$ cat config.mk
export PLATFORM = sky130hd
export DESIGN_NAME = wav_riff_header_parser_core
export DESIGN_NICKNAME = d
export VERILOG_FILES = /design/src/hdl/wrhp_pkg.sv /design/src/hdl/wav_riff_header_parser_core.sv /design/src/hdl/wrhp_parser.sv
export SDC_FILE = /design/constraint.sdc
export NUM_CORES = 1
export LEC_CHECK = 0
export BUFFER_PORTS_ARGS = -buffer_cell sky130_fd_sc_hd__buf_2
export CAP_MARGIN = 30
export CORE_UTILIZATION = 44
export DETAILED_ROUTE_END_ITERATION = 10
export PLACE_DENSITY = 0.66
export SLEW_MARGIN = 10
export SYNTH_ARGS = -nofsm -noshare
export SYNTH_HDL_FRONTEND = slang
export SYNTH_HIERARCHICAL = 1
export SYNTH_SLANG_ARGS = --single-unit
$ cat constraint.sdc
create_clock -name clk -period 21.2 [get_ports clk]
set_input_delay 3.18 -clock clk [delete_from_list [all_inputs] [get_ports clk]]
set_output_delay 3.18 -clock clk [all_outputs]
set_load 0.01 [all_outputs]
$ cat src/hdl/wrhp_pkg.sv
package wrhp_pkg;

  // Four-character tags, first character in the most significant byte.
  localparam logic [31:0] TAG_RIFF = 32'h5249_4646;
  localparam logic [31:0] TAG_WAVE = 32'h5741_5645;
  localparam logic [31:0] TAG_FMT  = 32'h666D_7420;
  localparam logic [31:0] TAG_DATA = 32'h6461_7461;

  // Header bounds.
  localparam logic [31:0] MIN_FILE_BYTES = 32'd44;
  localparam logic [31:0] RIFF_TAG_END   = 32'd3;
  localparam logic [31:0] WAVE_TAG_END   = 32'd11;
  localparam logic [31:0] MIN_FMT_BYTES  = 32'd16;
  localparam logic [15:0] FORMAT_PCM     = 16'd1;

  // Result status codes.
  localparam logic [2:0] ST_OK      = 3'd0;
  localparam logic [2:0] ST_HEADER  = 3'd1;
  localparam logic [2:0] ST_SIZE    = 3'd2;
  localparam logic [2:0] ST_NOT_PCM = 3'd3;
  localparam logic [2:0] ST_MISSING = 3'd4;

  // Configuration register indexes.
  localparam logic [1:0] REG_EXPECTED_RATE     = 2'd0;
  localparam logic [1:0] REG_EXPECTED_CHANNELS = 2'd1;
  localparam logic [1:0] REG_EXPECTED_BITS     = 2'd2;

  // Reset values of the configuration registers.
  localparam logic [31:0] RESET_RATE     = 32'd16000;
  localparam logic [15:0] RESET_CHANNELS = 16'd1;
  localparam logic [15:0] RESET_BITS     = 16'd16;

  // Width of the packed result on the output stream.
  localparam int unsigned RESULT_BITS = 132;
  localparam int unsigned TDATA_BITS  = ((RESULT_BITS + 7) / 8) * 8;

  // Parser phase, one-hot.
  typedef enum logic [4:0] {
    PH_RIFF    = 5'b00001,
    PH_HEADER  = 5'b00010,
    PH_PAYLOAD = 5'b00100,
    PH_PAD     = 5'b01000,
    PH_HALT    = 5'b10000
  } phase_t;

  // Expected-format registers as seen by the parser.
  typedef struct packed {
    logic [31:0] rate;
    logic [15:0] channels;
    logic [15:0] bits;
  } expect_t;

  // One result item, last field in the lowest bits of the packed struct.
  typedef struct packed {
    logic        format_ok;
    logic [15:0] sample_bits;
    logic [15:0] channel_count;
    logic [31:0] fmt_rate;
    logic [31:0] pcm_length;
    logic [31:0] pcm_offset;
    logic [2:0]  status;
  } result_t;

endpackage

$ cat src/hdl/wav_riff_header_parser_core.sv
// WAV header parser. Takes a WAV file as a stream of one byte per item on the
// slave side, with tlast on the final byte, and gives one result item per file
// on the master side: a status (0 ok, 1 bad header, 2 bad size, 3 not PCM,
// 4 chunk missing), the data chunk offset and size, the fmt chunk fields and a
// match flag against the expected-format registers. One byte is taken every
// cycle unless a final byte is waiting in the input register; each byte passes
// through the input register to the parser, and a result item is captured in
// the output register as its final byte leaves the input register. The only
// stall comes from the single output register: a final byte waits in the input
// register while an earlier result is still untaken. Configuration writes are
// taken at any time through cfg_valid/cfg_ready and should be made between files.
module wav_riff_header_parser_core (
  input  logic                              clk,
  input  logic                              rst,
  // Input stream: tdata = data_byte[7:0]; tlast = last_byte.
  input  logic                              s_axis_tvalid,
  output logic                              s_axis_tready,
  input  logic [7:0]                        s_axis_tdata,
  input  logic                              s_axis_tlast,
  // Result stream, tdata from bit 0 up: status[2:0], pcm_offset[31:0],
  // payload size[31:0], fmt sample rate[31:0], channel_count[15:0],
  // sample_bits[15:0], format_ok, zero padding to 136 bits.
  output logic                              m_axis_tvalid,
  input  logic                              m_axis_tready,
  output logic [wrhp_pkg::TDATA_BITS-1:0]   m_axis_tdata,
  // Configuration writes.
  input  logic                              cfg_valid,
  output logic                              cfg_ready,
  input  logic [1:0]                        cfg_index,
  input  logic [31:0]                       cfg_data
);

  logic               in_valid;
  logic [7:0]         in_byte;
  logic               in_last;
  logic               out_free;
  logic               advance;
  wrhp_pkg::expect_t  expected;
  wrhp_pkg::result_t  result;
  wrhp_pkg::result_t  result_reg;

  // The registered byte moves on unless it is a final byte facing a full output.
  assign out_free      = !m_axis_tvalid || m_axis_tready;
  assign advance       = in_valid && (!in_last || out_free);
  assign s_axis_tready = !in_valid || advance;
  assign cfg_ready     = 1'b1;

  // Input register.
  always_ff @(posedge clk) begin
    if (rst) begin
      in_valid <= 1'b0;
    end else if (s_axis_tready) begin
      in_valid <= s_axis_tvalid;
    end
  end

  always_ff @(posedge clk) begin
    if (s_axis_tready && s_axis_tvalid) begin
      in_byte <= s_axis_tdata;
      in_last <= s_axis_tlast;
    end
  end

  // Expected-format registers.
  always_ff @(posedge clk) begin
    if (rst) begin
      expected.rate     <= wrhp_pkg::RESET_RATE;
      expected.channels <= wrhp_pkg::RESET_CHANNELS;
      expected.bits     <= wrhp_pkg::RESET_BITS;
    end else if (cfg_valid && cfg_ready) begin
      case (cfg_index)
        wrhp_pkg::REG_EXPECTED_RATE:     expected.rate     <= cfg_data;
        wrhp_pkg::REG_EXPECTED_CHANNELS: expected.channels <= cfg_data[15:0];
        wrhp_pkg::REG_EXPECTED_BITS:     expected.bits     <= cfg_data[15:0];
        default: ;
      endcase
    end
  end

  wrhp_parser u_parser (
    .clk       (clk),
    .rst       (rst),
    .take      (advance),
    .data_byte (in_byte),
    .last_byte (in_last),
    .expected  (expected),
    .result    (result)
  );

  // Output register.
  always_ff @(posedge clk) begin
    if (rst) begin
      m_axis_tvalid <= 1'b0;
    end else if (advance && in_last) begin
      m_axis_tvalid <= 1'b1;
    end else if (m_axis_tready) begin
      m_axis_tvalid <= 1'b0;
    end
  end

  always_ff @(posedge clk) begin
    if (advance && in_last) begin
      result_reg <= result;
    end
  end

  assign m_axis_tdata = {{(wrhp_pkg::TDATA_BITS - wrhp_pkg::RESULT_BITS){1'b0}}, result_reg};

endmodule

$ cat src/hdl/wrhp_parser.sv
module wrhp_parser (
  input  logic               clk,
  input  logic               rst,
  input  logic               take,
  input  logic [7:0]         data_byte,
  input  logic               last_byte,
  input  wrhp_pkg::expect_t  expected,
  output wrhp_pkg::result_t  result
);

  wrhp_pkg::phase_t phase, phase_next;
  logic [31:0] byte_count, byte_count_next;
  logic [31:0] tag_shift, tag_shift_next;
  logic [31:0] chunk_len, chunk_len_next;
  logic [31:0] chunk_remaining, chunk_remaining_next;
  logic [2:0]  header_pos, header_pos_next;
  logic [15:0] format_word, format_word_next;
  logic [31:0] captured_rate, captured_rate_next;
  logic [15:0] captured_channels, captured_channels_next;
  logic [15:0] captured_bits, captured_bits_next;
  logic [31:0] data_start, data_start_next;
  logic [31:0] data_length, data_length_next;
  logic [1:0]  seen_flags, seen_flags_next;
  logic [2:0]  error_latch, error_latch_next;
  logic        chunk_end;
  logic [31:0] payload_idx;
  logic [2:0]  status;

  assign payload_idx = chunk_len - chunk_remaining;

  // Per-byte state update.
  always_comb begin
    phase_next             = phase;
    byte_count_next        = byte_count;
    tag_shift_next         = tag_shift;
    chunk_len_next         = chunk_len;
    chunk_remaining_next   = chunk_remaining;
    header_pos_next        = header_pos;
    format_word_next       = format_word;
    captured_rate_next     = captured_rate;
    captured_channels_next = captured_channels;
    captured_bits_next     = captured_bits;
    data_start_next        = data_start;
    data_length_next       = data_length;
    seen_flags_next        = seen_flags;
    error_latch_next       = error_latch;
    chunk_end              = 1'b0;

    if (take) begin
      // The byte counter sticks at its maximum.
      if (byte_count != '1) begin
        byte_count_next = byte_count + 32'd1;
      end

      case (phase)
        wrhp_pkg::PH_RIFF: begin
          tag_shift_next = {tag_shift[23:0], data_byte};
          if (byte_count == wrhp_pkg::RIFF_TAG_END && tag_shift_next != wrhp_pkg::TAG_RIFF) begin
            error_latch_next = wrhp_pkg::ST_HEADER;
            phase_next       = wrhp_pkg::PH_HALT;
          end else if (byte_count == wrhp_pkg::WAVE_TAG_END) begin
            if (tag_shift_next != wrhp_pkg::TAG_WAVE) begin
              error_latch_next = wrhp_pkg::ST_HEADER;
              phase_next       = wrhp_pkg::PH_HALT;
            end else begin
              phase_next      = wrhp_pkg::PH_HEADER;
              header_pos_next = 3'd0;
            end
          end
        end

        wrhp_pkg::PH_HEADER: begin
          // Tag bytes first, then the little-endian size.
          if (header_pos < 3'd4) begin
            tag_shift_next = {tag_shift[23:0], data_byte};
          end else begin
            chunk_len_next = {data_byte, chunk_len[31:8]};
          end
          if (header_pos != 3'd7) begin
            header_pos_next = header_pos + 3'd1;
          end else begin
            header_pos_next      = 3'd0;
            chunk_remaining_next = chunk_len_next;
            if (tag_shift == wrhp_pkg::TAG_FMT && chunk_len_next < wrhp_pkg::MIN_FMT_BYTES) begin
              error_latch_next = wrhp_pkg::ST_SIZE;
              phase_next       = wrhp_pkg::PH_HALT;
            end else begin
              if (tag_shift == wrhp_pkg::TAG_DATA) begin
                data_start_next  = byte_count_next;
                data_length_next = chunk_len_next;
              end
              if (chunk_len_next == '0) begin
                chunk_end = 1'b1;
              end else begin
                phase_next = wrhp_pkg::PH_PAYLOAD;
              end
            end
          end
        end

        wrhp_pkg::PH_PAYLOAD: begin
          // Capture the fields of the first sixteen bytes of a fmt chunk.
          if (tag_shift == wrhp_pkg::TAG_FMT && payload_idx[31:4] == '0) begin
            case (payload_idx[3:0])
              4'd0:    format_word_next[7:0]         = data_byte;
              4'd1:    format_word_next[15:8]        = data_byte;
              4'd2:    captured_channels_next[7:0]   = data_byte;
              4'd3:    captured_channels_next[15:8]  = data_byte;
              4'd4:    captured_rate_next[7:0]       = data_byte;
              4'd5:    captured_rate_next[15:8]      = data_byte;
              4'd6:    captured_rate_next[23:16]     = data_byte;
              4'd7:    captured_rate_next[31:24]     = data_byte;
              4'd14:   captured_bits_next[7:0]       = data_byte;
              4'd15:   captured_bits_next[15:8]      = data_byte;
              default: ;
            endcase
          end
          chunk_remaining_next = chunk_remaining - 32'd1;
          if (chunk_remaining_next == '0) begin
            chunk_end = 1'b1;
          end
        end

        wrhp_pkg::PH_PAD: begin
          phase_next      = wrhp_pkg::PH_HEADER;
          header_pos_next = 3'd0;
        end

        default: ;
      endcase

      // End of a chunk payload: check the format word and note what was seen.
      if (chunk_end) begin
        if (tag_shift_next == wrhp_pkg::TAG_FMT && format_word_next != wrhp_pkg::FORMAT_PCM) begin
          error_latch_next = wrhp_pkg::ST_NOT_PCM;
          phase_next       = wrhp_pkg::PH_HALT;
        end else begin
          if (tag_shift_next == wrhp_pkg::TAG_FMT) begin
            seen_flags_next[0] = 1'b1;
          end else if (tag_shift_next == wrhp_pkg::TAG_DATA) begin
            seen_flags_next[1] = 1'b1;
          end
          phase_next      = chunk_len_next[0] ? wrhp_pkg::PH_PAD : wrhp_pkg::PH_HEADER;
          header_pos_next = 3'd0;
        end
      end
    end
  end

  // Status of the file as it stands after this byte.
  always_comb begin
    if (byte_count_next < wrhp_pkg::MIN_FILE_BYTES) begin
      status = wrhp_pkg::ST_HEADER;
    end else if (error_latch_next != wrhp_pkg::ST_OK) begin
      status = error_latch_next;
    end else if (phase_next == wrhp_pkg::PH_PAYLOAD) begin
      status = wrhp_pkg::ST_SIZE;
    end else if (seen_flags_next != 2'b11 || data_length_next == '0) begin
      status = wrhp_pkg::ST_MISSING;
    end else begin
      status = wrhp_pkg::ST_OK;
    end
  end

  always_comb begin
    result.status        = status;
    result.pcm_offset    = data_start_next;
    result.pcm_length    = data_length_next;
    result.fmt_rate      = captured_rate_next;
    result.channel_count = captured_channels_next;
    result.sample_bits   = captured_bits_next;
    result.format_ok     = (status == wrhp_pkg::ST_OK) &&
                           (captured_rate_next == expected.rate) &&
                           (captured_channels_next == expected.channels) &&
                           (captured_bits_next == expected.bits);
  end

  // State registers; the final byte of a file clears them for the next one.
  always_ff @(posedge clk) begin
    if (rst || (take && last_byte)) begin
      phase             <= wrhp_pkg::PH_RIFF;
      byte_count        <= '0;
      tag_shift         <= '0;
      chunk_len         <= '0;
      chunk_remaining   <= '0;
      header_pos        <= '0;
      format_word       <= '0;
      captured_rate     <= '0;
      captured_channels <= '0;
      captured_bits     <= '0;
      data_start        <= '0;
      data_length       <= '0;
      seen_flags        <= '0;
      error_latch       <= wrhp_pkg::ST_OK;
    end else begin
      phase             <= phase_next;
      byte_count        <= byte_count_next;
      tag_shift         <= tag_shift_next;
      chunk_len         <= chunk_len_next;
      chunk_remaining   <= chunk_remaining_next;
      header_pos        <= header_pos_next;
      format_word       <= format_word_next;
      captured_rate     <= captured_rate_next;
      captured_channels <= captured_channels_next;
      captured_bits     <= captured_bits_next;
      data_start        <= data_start_next;
      data_length       <= data_length_next;
      seen_flags        <= seen_flags_next;
      error_latch       <= error_latch_next;
    end
  end

endmodule

* Yosys cells after proc, flatten, opt, wreduce, memory -nomap -nowiden
Index checks and enable logic that the tools add are counted.
Word-level totals: flip-flop bits (word level) 492, output and inout port bits 139, word-level logic and storage cells 191, input port bits 48
Operators by class: mux-type cells 89, reductions and logical operators 33, add/sub/neg operators 4, eq/ne operators 33, magnitude comparators 3
Operators by type and width (number):
- 32-bit two-way mux | 23
- 16-bit two-way mux | 9
- 32-bit by 31-bit equality test with 1-bit output (second input constant) | 4
- 32-bit one-hot mux with 2 select lines | 2
- 32-bit logical NOT | 3
- 8-bit two-way mux | 10
- 32-bit by 31-bit != test with 1-bit output (second input constant) | 2
- 3-bit two-way mux | 18
- 5-bit two-way mux | 9
- 32-bit by 1-bit adder with 32-bit output (second input constant) | 1
- 16-bit equality test | 2
- 32-bit by 2-bit equality test with 1-bit output (second input constant) | 1
- 32-bit equality test | 1
- 32-bit by 4-bit equality test with 1-bit output (second input constant) | 1
- 32-bit by 5-bit < comparator with 1-bit output (second input constant) | 1
- 32-bit by 6-bit < comparator with 1-bit output (second input constant) | 1
- 32-bit != test (second input constant) | 1
- 32-bit by 1-bit subtractor with 32-bit output (second input constant) | 1
- 32-bit subtractor | 1
- 28-bit logical NOT | 1
- 4-bit by 3-bit equality test with 1-bit output (second input constant) | 4
- 16-bit by 1-bit != test with 1-bit output (second input constant) | 1
- 5-bit one-hot mux with 3 select lines | 1
- 5-bit by 3-bit equality test with 1-bit output (second input constant) | 2
- 29 further kinds | 62

* Longest topological paths before layout
depth after elaboration 23, mapped depth 20, gate-level depth less buffers 17

* By module
The synthesis kept the hierarchy.
Modules (own cells, without submodules):
- wrhp_parser | times used 1, sequential area each 5705.5 um^2, area each 17962.2 um^2, cells an instance 2403
- wav_riff_header_parser_core | times used 1, sequential area each 5555.3 um^2, area each 7105.6 um^2, cells an instance 415

* Worst setup path before layout
No wires, ideal clock.
kind input to register, start input port m_axis_tready, end register result_reg (netlist bit m_axis_tdata[0]) (enable), data required time 20575 ps, data arrival time 8698 ps, slack 11877 ps, cell stages on the path 2, buffers on the path 0, setup time 625 ps, path through nor2b_1 -> nor2_1
Between the ends: word-level cells in the longest chain between the ends 4
RTL lines:
- from (decl) | line wav_riff_header_parser_core.sv:24 | input logic m_axis_tready,
- 1-bit logical OR | line wav_riff_header_parser_core.sv:43 | assign out_free = !m_axis_tvalid || m_axis_tready;
- 1-bit logical OR | line wav_riff_header_parser_core.sv:44 | assign advance = in_valid && (!in_last || out_free);
- 1-bit logical AND | line wav_riff_header_parser_core.sv:44
- 1-bit logical AND | line wav_riff_header_parser_core.sv:102 | if (advance && in_last) begin
- to (signal assigned) | line wav_riff_header_parser_core.sv:103 | result_reg <= result;
- to (decl) | line wav_riff_header_parser_core.sv:40 | wrhp_pkg::result_t result_reg;
No other way between the ends. A chain may end at the register's enable or synchronous reset.

* Final worst setup path
start input port m_axis_tready, end output port s_axis_tready
Between the ends: word-level cells in the longest chain between the ends 4
RTL lines:
- 1-bit logical OR | line wav_riff_header_parser_core.sv:43
- 1-bit logical OR | line wav_riff_header_parser_core.sv:44
- 1-bit logical AND | line wav_riff_header_parser_core.sv:44
- 1-bit logical OR | line wav_riff_header_parser_core.sv:45 | assign s_axis_tready = !in_valid || advance;
- to (decl) | line wav_riff_header_parser_core.sv:17 | output logic s_axis_tready,
No other way between the ends.

==> qor.yml <==
synth:
  yosys.cell_types.count: 89
  synthMuxAreaShare_pct: 7.55
  synth_compound_area_share_pct: 13.0
  avgSynthCellArea_um2: 8.90
  synth-edff-count: 141
  synth_area_leader_cell: "dfxtp_1"
  yosysWarnings: 6
  synthAdderAreaFrac_pct: 1.88
  synthFlopType: "dfxtp_1"
  synth_top_family_by_area: "simple AND/OR/NAND/NOR gates"
  yosysSeqAreaShare_pct: 44.9
  synthTopCellsByArea: "dfxtp_1 28%, edfxtp_1 17%, mux2i_1 6.4%"
  synth-seq-cells: 492
  synthArstFlopShare_pct: 0
  synth-xor-area-share_pct: 3.88
  synth.cell_area_um2: 25100
  synth_top_cells_by_count: "351 x dfxtp_1, 289 x nor2_1, 281 x nand2_1"
  netlist_instances: 2818
  synth_most_common_cell: "dfxtp_1"
  synth_top_area_share_pct: 28.0
  synth-simple-area-share_pct: 23.8
setup_path:
  startpoint: "m_axis_tready"
  crit_end: "s_axis_tready"
  path_class: "in -> out"
  worst_path_largest_cell_delay_ps: 200
  cpMaxStageDelayCell: "nand4b_1"
  crit_chain: "buf_2 > nand4b_1 > buf_2"
  arrival_ps: 3670
  r2r_start: "u_parser/chunk_remaining[8]$_SDFFE_PP0P_"
  cpMostUsedCell: "buf_2"
  worstSetupStartpointType: "primary input"
  end_kind: "output port"
  r2r_setup_slack_ps: 14990
  r2r_end: "m_axis_tdata[131]$_DFFE_PP_"
  r2r_cells: 16
  crit_required_ps: 18020
  crit_fanout: 3
die:
  die-area_um2: 57900
  die_x_um: 241
  core_um2: 56400
  ioPinCount: 187
  rows: 87
  die_h_um: 241
  initial_core_util_pct: 44.5
global_route:
  grt.overflow.total: 0
  antenna_found_initial: 0
  grtUsageTotal_pct: 25.7
  grt_start_max_net_pins: 129
  grt_pass1_wl_mm: 116
  grt_pass1_vias: 20000
timing:
  period_minus_slack_ps: 6850
  relSlewSlack_pct: 32.4
  grt_setup_unrepaired: "false"
  period_share_pct: 32.3
  fmax_ghz: 0.146
  clock_skew_ps: 48.6
  hold_viol: 0
  drv_slew: 0
  setup_tns_ps: 0
  worst_pin_slew_ps: 1010
  setup_violations: 0
drt:
  ant_nets: 0
  vias_per_cell: 5.76
  route.final.wire_length_mm: 76.0
  drc: 0
  post_drt_wl_per_cell_um: 20.5
  dr.pass1.iters: 6
  vias: 21400
  drt_iter0_drc: 1934
power_and_ir_drop:
  p_int_w: 0.00155
  max-vdd-ir-drop_mv: 0.0555
  p_per_area_nw_per_um2: 70.6
  comb_power_share_pct: 3.8
  power_w: 0.00200
  switching_share_pct: 22.7
  p_leak_nw: 11.4
  seq_power_share_pct: 49.0
  clkPwrFrac_pct: 47.2
  switchingPower_w: 0.000455
placed_design:
  port_buffers: 181
  dpl.hpwl_mm: 54.0
  gp_congestion: 0.920
  post_dp_cell_area_um2: 26500
clock_network:
  cts_root_buf: "clkbuf_16"
  cts.repair.resized: 0
  cts_setup_buffers: 0
  cts_buffers: 52
  clock-sinks: 492
  htreeDepth: 2
  clk_pin_slew_ps: 60
  tritoncts: "done"
  cts_buffer_depth: 3
  hold_buffers: 0
  clk_latency_ps: 630
run_status:
  status: "complete, no violations"
final_layout:
  final_area_um2: 28400
  n_antenna_cell: 0
  areaGrowthSynthToFinish_pct: 13.2
  drive_gt1_share_pct: 12.6
  final_net_count: 3001
hold_path:
  hold_path.class: "reg -> reg"
flow_run:
  maxCapViolCount: 0
[power by group through the flow]
stage	sequential [W]	clock (W)	combinational, W
floorplan	0.00100	0	0.0000479
global placement	0.00100	0	0.0000734
detailed placement	0.00100	0	0.0000754
CTS	0.000982	0.000963	0.0000756
global route	0.000982	0.00100	0.0000823
finish	0.000982	0.000946	0.0000767
[worst min path at each step]
stage                                                    from                             endpoint  slack (ps)  cells past startpoint
final                     u_parser/tag_shift[14]$_SDFFE_PP0P_  u_parser/tag_shift[22]$_SDFFE_PP0P_         440                      2
after global routing      u_parser/tag_shift[28]$_SDFFE_PP0P_  u_parser/tag_shift[28]$_SDFFE_PP0P_         460                      2
after CTS                 u_parser/tag_shift[14]$_SDFFE_PP0P_  u_parser/tag_shift[22]$_SDFFE_PP0P_         450                      2
after detailed placement  u_parser/tag_shift[28]$_SDFFE_PP0P_  u_parser/tag_shift[28]$_SDFFE_PP0P_         440                      2
after global placement    u_parser/tag_shift[28]$_SDFFE_PP0P_  u_parser/tag_shift[28]$_SDFFE_PP0P_         440                      2
after floorplan           u_parser/tag_shift[28]$_SDFFE_PP0P_  u_parser/tag_shift[28]$_SDFFE_PP0P_         430                      2
[metrics by stage]
| step | cells | hold WS [ps] | utilization (%) | setup WS, ps |
|---|---|---|---|---|
| finish | 3716 | 439 | 50.3 | 14350 |
| global route | 3716 | 463 | 50.3 | 14140 |
| CTS | 3710 | 449 | 50.2 | 14040 |
| detailed placement | 3612 | 444 | 47.0 | 13370 |
| global placement | 3608 | 444 | 46.9 | 13470 |
| floorplan | 2821 | 431 | - | 11880 |
[cell families after synthesis]
group / Yosys count
fa+ha+maj: 37
xor+xnor: 111
simple gates: 1161
other cells: 2
compound gates: 532
flops: 492
buf+inv: 297
mux: 186
[cell type report]
cell class                 instances  area, um^2
inverter                         115         432
multi-input combinational       2032       12700
sequential                       492       11300
clock buffer                      76        1480
timing repair buffer             223        1310
tap                              756         946
fill                            5346       28000
clock inverter                    22         290
[routing by layer]
metal / wire (um) / GRT usage (%) / vias up
met1: 32800 / 34.4 / 10200
met2: 35300 / 41.6 / 911
met3: 5510 / 4.37 / 146
met4: 2450 / 8.86 / 0
met5: 0 / 0 / -
li1: - / - / 10100
[placed cells by master, fill, tap and decap left out, types with 9 or more instances in the layout]
cell | Yosys | final
buf_2 | 11 | 181
edfxtp_1 | 141 | 141
nand3_1 | 66 | 66
or3_1 | 11 | 10
nor4b_1 | 10 | 10
nor3b_1 | 9 | 9
nor2b_1 | 16 | 16
buf_4 | 8 | 32
dfxtp_1 | 351 | 350
a21o_1 | 17 | 16
clkbuf_1 | 152 | 16
inv_1 | 115 | 115
a221oi_1 | 10 | 10
nor3_1 | 57 | 57
and3_1 | 15 | 14
clkbuf_16 | 0 | 53
nor4_1 | 50 | 50
nand2b_1 | 116 | 116
a22oi_1 | 14 | 14
o21ai_0 | 165 | 164
nor2_1 | 289 | 287
a21oi_1 | 160 | 159
and2_1 | 107 | 106
xor2_1 | 67 | 67
xnor2_1 | 44 | 44
mux2i_1 | 161 | 161
o211ai_1 | 16 | 16
mux2_2 | 25 | 25
nand2_1 | 281 | 281
or4_1 | 12 | 12
a31oi_1 | 14 | 14
nand4_1 | 59 | 59
o22ai_1 | 12 | 12
ha_1 | 36 | 36
a211oi_1 | 41 | 41
[worst max-delay path, delay by kind of cell]
family / cells / cell delay [ps]
buffers and inverters: 2 / 290
AND/OR/NAND/NOR: 1 / 200
[registers in the layout, indices dropped and copies added, names as in the netlist, 3 cells and up]
signal and cells:
u_parser/data_start 32, u_parser/chunk_len 32, u_parser/format_word 16, u_parser/captured_channels 16
in_byte 8, u_parser/data_length 32, u_parser/captured_rate 32, u_parser/phase 5
m_axis_tdata 132, u_parser/captured_bits 16, expected 64, u_parser/error_latch 3
u_parser/tag_shift 32, u_parser/chunk_remaining 32, u_parser/byte_count 32, u_parser/header_pos 3
Power figures use the tool's default switching activity.
